File: src/rtl/crc16_pkg.sv
// Shared types, constants and the byte-wide CRC-16 update for the packet checker.
// Used by crc16_core and crc16_ccitt_packet_checker; depends on nothing else.
package crc16_pkg;

   // Generator polynomial, MSB-first, and register reset values.
   localparam logic [15:0] CrcPoly        = 16'h1021;
   localparam logic [15:0] CrcInitDefault = 16'h1D0F;
   localparam logic [15:0] CrcXorDefault  = 16'h0000;

   // Configuration register indexes.
   localparam int CsrIndexWidth = 1;
   localparam logic [CsrIndexWidth-1:0] CsrInitialRemainder = 1'b0;
   localparam logic [CsrIndexWidth-1:0] CsrFinalXor         = 1'b1;

   // Control passed from the pipeline to the CRC datapath for one byte.
   typedef struct packed {
      logic fire;   // the byte in the input stage is folded this cycle
      logic last;   // that byte closes the packet
   } step_ctrl_type;

   // Folds one byte into the remainder, most significant bit first.
   // Eight shift/xor steps on a 16-bit value; this is the table-free form.
   function automatic logic [15:0] fold_byte(input logic [15:0] rem, input logic [7:0] b);
      logic [15:0] r;
      r = rem ^ {b, 8'h00};
      for (int i = 0; i < 8; i++) begin
         if (r[15]) begin
            r = {r[14:0], 1'b0} ^ CrcPoly;
         end else begin
            r = {r[14:0], 1'b0};
         end
      end
      return r;
   endfunction

endpackage

File: src/rtl/crc16_core.sv
// CRC datapath: running remainder register and the per-byte fold.
// Depends on crc16_pkg for the fold function, control struct and reset value.
module crc16_core (
   input  logic                     clock,
   input  logic                     reset,
   input  crc16_pkg::step_ctrl_type ctrl,
   input  logic [7:0]               data_byte,
   input  logic [15:0]              reload_value,
   input  logic [15:0]              final_xor,
   output logic [15:0]              final_crc
);
   import crc16_pkg::*;

   logic [15:0] running_ff;
   logic [15:0] running_in;
   logic [15:0] folded;

   // Fold the staged byte into the running remainder.
   assign folded    = fold_byte(running_ff, data_byte);
   assign final_crc = folded ^ final_xor;

   // A closing byte reloads the remainder for the next packet.
   always_comb begin
      running_in = running_ff;
      if (ctrl.fire) begin
         running_in = ctrl.last ? reload_value : folded;
      end
   end

   always_ff @(posedge clock) begin
      if (reset) begin
         running_ff <= CrcInitDefault;
      end else begin
         running_ff <= running_in;
      end
   end

endmodule

File: config.mk
export PLATFORM = sky130hd
export DESIGN_NAME = crc16_core
export DESIGN_NICKNAME = d
export VERILOG_FILES = /design/src/rtl/crc16_pkg.sv /design/src/rtl/crc16_core.sv
export SDC_FILE = /design/constraint.sdc
export NUM_CORES = 1
export LEC_CHECK = 0
export BUFFER_PORTS_ARGS = -buffer_cell sky130_fd_sc_hd__buf_2
export CAP_MARGIN = 0
export CELL_PAD_IN_SITES_DETAIL_PLACEMENT = 0
export CELL_PAD_IN_SITES_GLOBAL_PLACEMENT = 1
export CORE_MARGIN = 3
export CORE_UTILIZATION = 28
export DETAILED_ROUTE_END_ITERATION = 16
export PLACE_DENSITY = 0.75
export SYNTH_ARGS = -nofsm -noshare
export SYNTH_HDL_FRONTEND = slang
export SYNTH_SLANG_ARGS = --single-unit
File: constraint.sdc
create_clock -name clock -period 1.15 [get_ports clock]
set_input_delay 0.0575 -clock clock [delete_from_list [all_inputs] [get_ports clock]]
set_output_delay 0.0575 -clock clock [all_outputs]
set_load 0.03 [all_outputs]
==> out/qor.yml, run 1 <==
yosys:
  synth_top_area_share_pct: 29.1
  synthCells: 123
  syn-cell-area_um2: 1100
  synth_top_cells_by_area: "dfxtp_1 (29%), xnor2_1 (21%), xnor2_2 (10%), xor2_1 (6.4%), o21ai_0 (5.0%)"
  ys_ff_latch: 16
  synth_nets: 167
  yosysSeqAreaShare_pct: 29.1
  yosysTopAreaCell: "dfxtp_1"
  yosysUniqueCellTypes: 25
  ys_warn_count: 0
  syn_area_per_cell_um2: 8.94
grt:
  grt_pass1_vias: 1236
  antenna_found_initial: 0
  grt_pass1_wl_mm: 5.70
  grt_use_total_pct: 16.6
  grt-ovfl-total: 0
  grt_max_degree: 13
sta:
  worstMarginPinSlew_ns: 0.373
  setup_slack_ns: -0.486
  rsz0062_at_grt: "true"
  maxSlewViolCount: 0
  period_needed_ns: 1.64
  slew_headroom_pct: 75.1
  period_share_pct: 142
  fmax_mhz: 611
  fin_tns_setup_ns: -8.89
  skew_ns: 0.00233
  setup_viol: 31
  finalHoldViolCount: 0
cts:
  postCtsHoldBufs: 0
  root_buffer: "clkbuf_8"
  cts.htree.levels: 1
  clock_latency_ns: 0.25
  cts_sinks: 16
  numCtsBuffers: 3
  clk_pin_slew_ns: 0.06
  cts.path.max_buffers: 2
  cts_tree: "yes"
cells_and_area:
  reg_top3: "running_ff: 16 flops"
  n_fill_cell: 307
  fin_util_pct: 62.1
  top_register: "running_ff"
  largest_reg_flops: 16
  nets: 258
  drive_gt1_share_pct: 71.2
  area_growth_syn_to_layout_pct: 110
  antenna_cells: 0
worst_setup_path:
  crit_path_end_kind: "primary output"
  critPathArrivalTime_ns: 1.58
  required_ns: 1.09
  cp-start-kind: "flop"
  crit_fanout: 4
  crit_type: "reg2out"
placement:
  dp_hpwl_mm: 2.85
  gp_congestion: 0.741
  port_buffers: 59
floorplanning:
  core-area_um2: 3720
  ios: 60
  start_util_pct: 29.6
  dieArea_um2: 4720
  fp.dieW_um: 68.7
  die_h_um: 68.7
  rows: 22
power:
  p_clk_share_pct: 10.6
  seqPwrFrac_pct: 17.5
  power_density_nw_per_um2: 1730
  peakVddDrop_mv: 0.799
  internal_power_w: 0.00240
  p_leak_nw: 1.04
  combPwrFrac_pct: 71.9
  switching_share_pct: 39.9
  p_sw_w: 0.00159
drt:
  antenna_left: 0
  wl_per_cell_um: 14.2
  drt-pass1-iter-count: 5
  drcViolationCount: 0
  drt-initial-drc-count: 54
  vias_per_cell: 4.63
  routed_wl_mm: 3.69
  vias: 1203
run:
  drv_cap: 0
run_status:
  violations: "setup timing"
  run_status: "complete, but fails checks"
hold_path:
  hold_class: "in2reg"
-- final timing paths --
path | startpoint | to | slack, ns | cells after the start
hold reg to reg | running_ff[0] | running_ff[0] | 0.54 | 1
setup / recovery | running_ff[15] | final_crc[8] | -0.49 | 5
setup reg to reg | running_ff[13] | running_ff[1] | -0.26 | 6
hold / removal | reload_value[12] | running_ff[12] | 0.06 | 3
-- synthesized netlist by cell type --
cell type / instances
xnor2_1: 26
dfxtp_1: 16
o21ai_0: 11
a21oi_1: 9
nor2_1: 8
xor2_1: 8
xnor2_2: 7
nand2_1: 5
a211o_1: 4
a31oi_1: 4
clkbuf_1: 3
inv_1: 3
mux2i_1: 3
nor3b_1: 3
buf_2: 2
nor3_1: 2
a311o_1: 1
a311oi_1: 1
buf_1: 1
clkinv_1: 1
nor2b_1: 1
o211a_1: 1
o211ai_1: 1
o31ai_1: 1
or3_1: 1
-- kinds of logic after synthesis --
logic type	count (synthesis)	share of synthesized area [%]
AO/OA/AOI/OAI	33	18.5
XOR/XNOR	41	37.4
buffers and inverters	10	3.64
flip-flops	16	29.1
multiplexers	3	2.73
AND/OR/NAND/NOR	20	8.53
-- cells in the final DEF (no fill, tap or decap), types with 5 or more instances in the layout --
master   netlist  routed
buf_6          0      29
nand2_1        5       5
a21oi_2        0       7
dfxtp_1       16       8
buf_2          2      43
xnor2_4        0      13
buf_4          0      20
nor2_1         8       8
xnor2_2        7      19
o21ai_0       11       7
xor2_2         0       7
-- power groups by stage --
stage / sequential, W / combinational [W] / clock [W]
after floorplan: 0.000688 / 0.00143 / 0
after global placement: 0.000691 / 0.00205 / 0
after detailed placement: 0.000696 / 0.00207 / 0
after CTS: 0.000695 / 0.00273 / 0.000428
after global routing: 0.000705 / 0.00302 / 0.000448
final: 0.000698 / 0.00287 / 0.000422
-- what timing repair did --
| action | in CTS | in global routing |
|---|---|---|
| endpoints found under the setup margin | 32 | 32 |
| resized for setup | 69 | 11 |
| pin swaps | 27 | 17 |
| setup buffers | 9 | 7 |
-- stage by stage --
stage	hold slack (ns)	power [W]	worst slack [ns]	cells	cell area, um^2
after floorplan	0.206	0.00211	-0.177	123	1330
after global placement	0.313	0.00274	-0.288	247	1830
after detailed placement	0.324	0.00276	-0.324	247	1830
after CTS	0.0687	0.00386	-0.508	255	2220
after global routing	0.109	0.00417	-0.561	260	2310
final	0.0600	0.00399	-0.486	260	2310
-- routing by layer --
metal,vias up,share of wire (%),track usage [%]
met5,-,0,0
met4,0,1.2,4.47
met3,6,7.7,3.89
met2,49,52,30.3
met1,553,39,19.1
li1,595,-,-
-- worst max-delay path, stage by stage, from the launching register on --
cell     delay [ns]
dfxtp_4        0.36
xnor2_4        0.23
xnor2_4        0.20
xor2_2         0.24
xnor2_2        0.14
buf_6          0.15
-- area by class of cell --
cell class	instances	area, um^2	share of cell area [%]
Clock buffer	3	41.3	1.79
Inverter	4	15.0	0.650
Multi-Input combinational cell	97	1160	50.2
Sequential cell	16	340	14.7
Tap cell	48	60.1	2.60
Timing Repair Buffer	92	692	30.0
No activity file was read; power rests on OpenSTA's default activity.
==> run 2, diff against run 1 <==
--- a/config.mk
+++ b/config.mk
@@ -11,7 +11,9 @@
 export CELL_PAD_IN_SITES_GLOBAL_PLACEMENT = 1
 export CORE_MARGIN = 3
 export CORE_UTILIZATION = 28
+export CTS_CLUSTER_DIAMETER = 120
 export DETAILED_ROUTE_END_ITERATION = 16
+export MAX_ROUTING_LAYER = met4
 export PLACE_DENSITY = 0.75
 export SYNTH_ARGS = -nofsm -noshare
 export SYNTH_HDL_FRONTEND = slang
==> run 2 against run 1 <==
Effect of this change:
- the flow still finishes with violations (setup timing)
- clock skew down 0.0012 ns
- global-route usage up 0.53 points
- via count down 1.0%
- setup slack about the same
- final area unchanged
- first-iteration DRC count down 9.3%
- clock power about the same
- register-to-register slack about the same
- flip-flop and latch count unchanged
- fmax about the same
- power about the same
- hold slack better by 0.0028 ns
- critical endpoint unchanged
==> out/qor.yml, run 2 (synthesis results as in run 1) <==
run_status:
  run_status: "complete, but fails checks"
  violations: "setup timing"
grt:
  grt_max_degree: 13  # unchanged
  met2_usage_pct: 30.2  # -0.12 points
  grt.busiest_layer: "met2"
  grt_pass1_wl_mm: 5.72  # +0.37%
  grtUsageMet3_pct: 3.73  # -0.16 points
  gr-usage-met1_pct: 19.5  # +0.40 points
  grt-ovfl-total: 0  # unchanged
  antenna_found_initial: 0  # unchanged
  grt_pass1_vias: 1234  # -0.16%
  grt_use_total_pct: 17.1  # +0.53 points
floorplanning:
  fp.dieW_um: 68.7  # unchanged
  rows: 22  # unchanged
  dieArea_um2: 4720  # unchanged
  die_h_um: 68.7  # unchanged
  start_util_pct: 29.6  # unchanged
  ios: 60  # unchanged
  core-area_um2: 3720  # unchanged
worst_setup_path:
  cp_common_cell: "xnor2_4"
  r2r-end: "running_ff[1]"
  cp-start-kind: "flop"
  r2r-start: "running_ff[13]"
  crit_type: "reg2out"
  crit_path_end_kind: "primary output"
  slowest_delay_ns: 0.36  # about the same
  cp_slowest_cell: "dfxtp_4"
  required_ns: 1.09  # about the same
  path_cells: "xnor2_4, xnor2_4, xor2_2, xnor2_2, buf_6"
  r2r_cells: 6  # unchanged
  ff2ff_setup_slack_ns: -0.27  # about the same
  critPathArrivalTime_ns: 1.58  # about the same
  crit_fanout: 4  # unchanged
cts:
  root_buffer: "clkbuf_8"
  clock_latency_ns: 0.25  # about the same
  numCtsBuffers: 3  # unchanged
  cts.htree.levels: 1  # unchanged
  cts.path.max_buffers: 2  # unchanged
  cts_tree: "yes"
  cts_sinks: 16  # unchanged
  clk_pin_slew_ns: 0.06  # about the same
  postCtsHoldBufs: 0  # unchanged
placement:
  dp.cells: 247  # unchanged
  placed_cell_area_um2: 1830  # unchanged
  gp_congestion: 0.751  # +1.2%
  dp_slack_ns: -0.324  # unchanged
  port_buffers: 59  # unchanged
  dp_hpwl_mm: 2.85  # unchanged
sta:
  period_needed_ns: 1.64  # +0.000296 ns
  slew_headroom_pct: 76.2  # +1.0 points
  rsz0062_at_grt: "true"
  skew_ns: 0.00109  # -0.00125 ns
  maxSlewViolCount: 0  # unchanged
  setup_slack_ns: -0.487  # -0.000296 ns
  setup_viol: 31  # unchanged
  fmax_mhz: 611  # about the same
  period_share_pct: 142  # about the same
  fin_tns_setup_ns: -8.87  # +0.0184 ns
  finalHoldViolCount: 0  # unchanged
  worstMarginPinSlew_ns: 0.357  # -0.0157 ns
power:
  power_density_nw_per_um2: 1730  # about the same
  peakVddDrop_mv: 0.794  # -0.62%
  p_leak_nw: 1.04  # unchanged
drt:
  drcViolationCount: 0  # unchanged
  drt-initial-drc-count: 49  # -9.3%
  vias: 1191  # -1.0%
  routed_wl_mm: 3.68  # -0.32%
  antenna_left: 0  # unchanged
  vias_per_cell: 4.58  # -1.0%
  drt-pass1-iter-count: 4  # -1
  wl_per_cell_um: 14.2  # -0.32%
cells_and_area:
  fin_util_pct: 62.1  # unchanged
  mostFrequentLayoutCell: "buf_2"
  largest_reg_flops: 16  # unchanged
  final_cell_mix: "buf_2 (43), buf_6 (29), buf_4 (20)"
  reg_top3: "running_ff: 16 flops"
  post-route-cell-area_um2: 2310  # unchanged
  fin_cells: 260  # unchanged
  nets: 258  # unchanged
  top_register: "running_ff"
  drive_gt1_share_pct: 71.2  # unchanged
  antenna_cells: 0  # unchanged
  area_growth_syn_to_layout_pct: 110  # unchanged
hold_path:
  min_to: "running_ff[12]"
  hold_class: "in2reg"
  holdPathStages: 3  # unchanged
  min_from: "reload_value[12]"
run:
  drv_cap: 0  # unchanged
[run 2: cell counts in the layout (fill, tap and decap cells not counted)]
No cell type changed its count.
[run 2: how the worst max path moves through the flow]
stage                        start  depth (start not counted)             to  slack, ns
floorplan           running_ff[11]                          4  final_crc[15]      -0.18
global placement    running_ff[11]                          5  final_crc[15]      -0.29
detailed placement  running_ff[15]                          5  final_crc[15]      -0.32
CTS                 running_ff[14]                          5  final_crc[14]      -0.51
global route        running_ff[15]                          5  final_crc[12]      -0.56
finish              running_ff[15]                          5   final_crc[8]      -0.49
[run 2: final cells by class]
class / count / area [um^2]
Multi-Input combinational cell: 97 / 1160
Timing Repair Buffer: 92 / 692
Sequential cell: 16 / 340
Tap cell: 48 / 60.1
Clock buffer: 3 / 41.3
Inverter: 4 / 15.0
Fill cell: 307 / 1410
[run 2: power by group]
group          internal [W]  leakage [nW]  switching, W  total, W
clock network      0.000232        0.0216      0.000189  0.000421
logic               0.00154         0.884       0.00132   0.00286
registers          0.000620         0.134     0.0000779  0.000698
total               0.00240          1.04       0.00159   0.00398
[run 2: through the flow]
step	hold slack [ns]	total power, W
final	0.0628	0.00398
after global routing	0.109	0.00417
after global placement	0.313	0.00274
after CTS	0.0687	0.00386
after floorplan	0.206	0.00211
after detailed placement	0.324	0.00276
[run 2: what timing repair did]
action                     4_1_cts  5_1_grt
buffers inserted                 9        7
setup endpoints to repair       32       32
pin swaps                       27       17
resized for setup               69       11
[run 2: routing by layer]
layer	vias up	wire [um]
li1	594	-
met1	546	1460
met2	45	1910
met3	6	265
met4	0	44
met5	-	0
[run 2: worst max-delay path: cells and delay by family, from the launching register on]
family                    cells  cell delay, ns
xor gates and xnor gates      4            0.81
DFF                           1            0.36
buffers and inverters         1            0.15
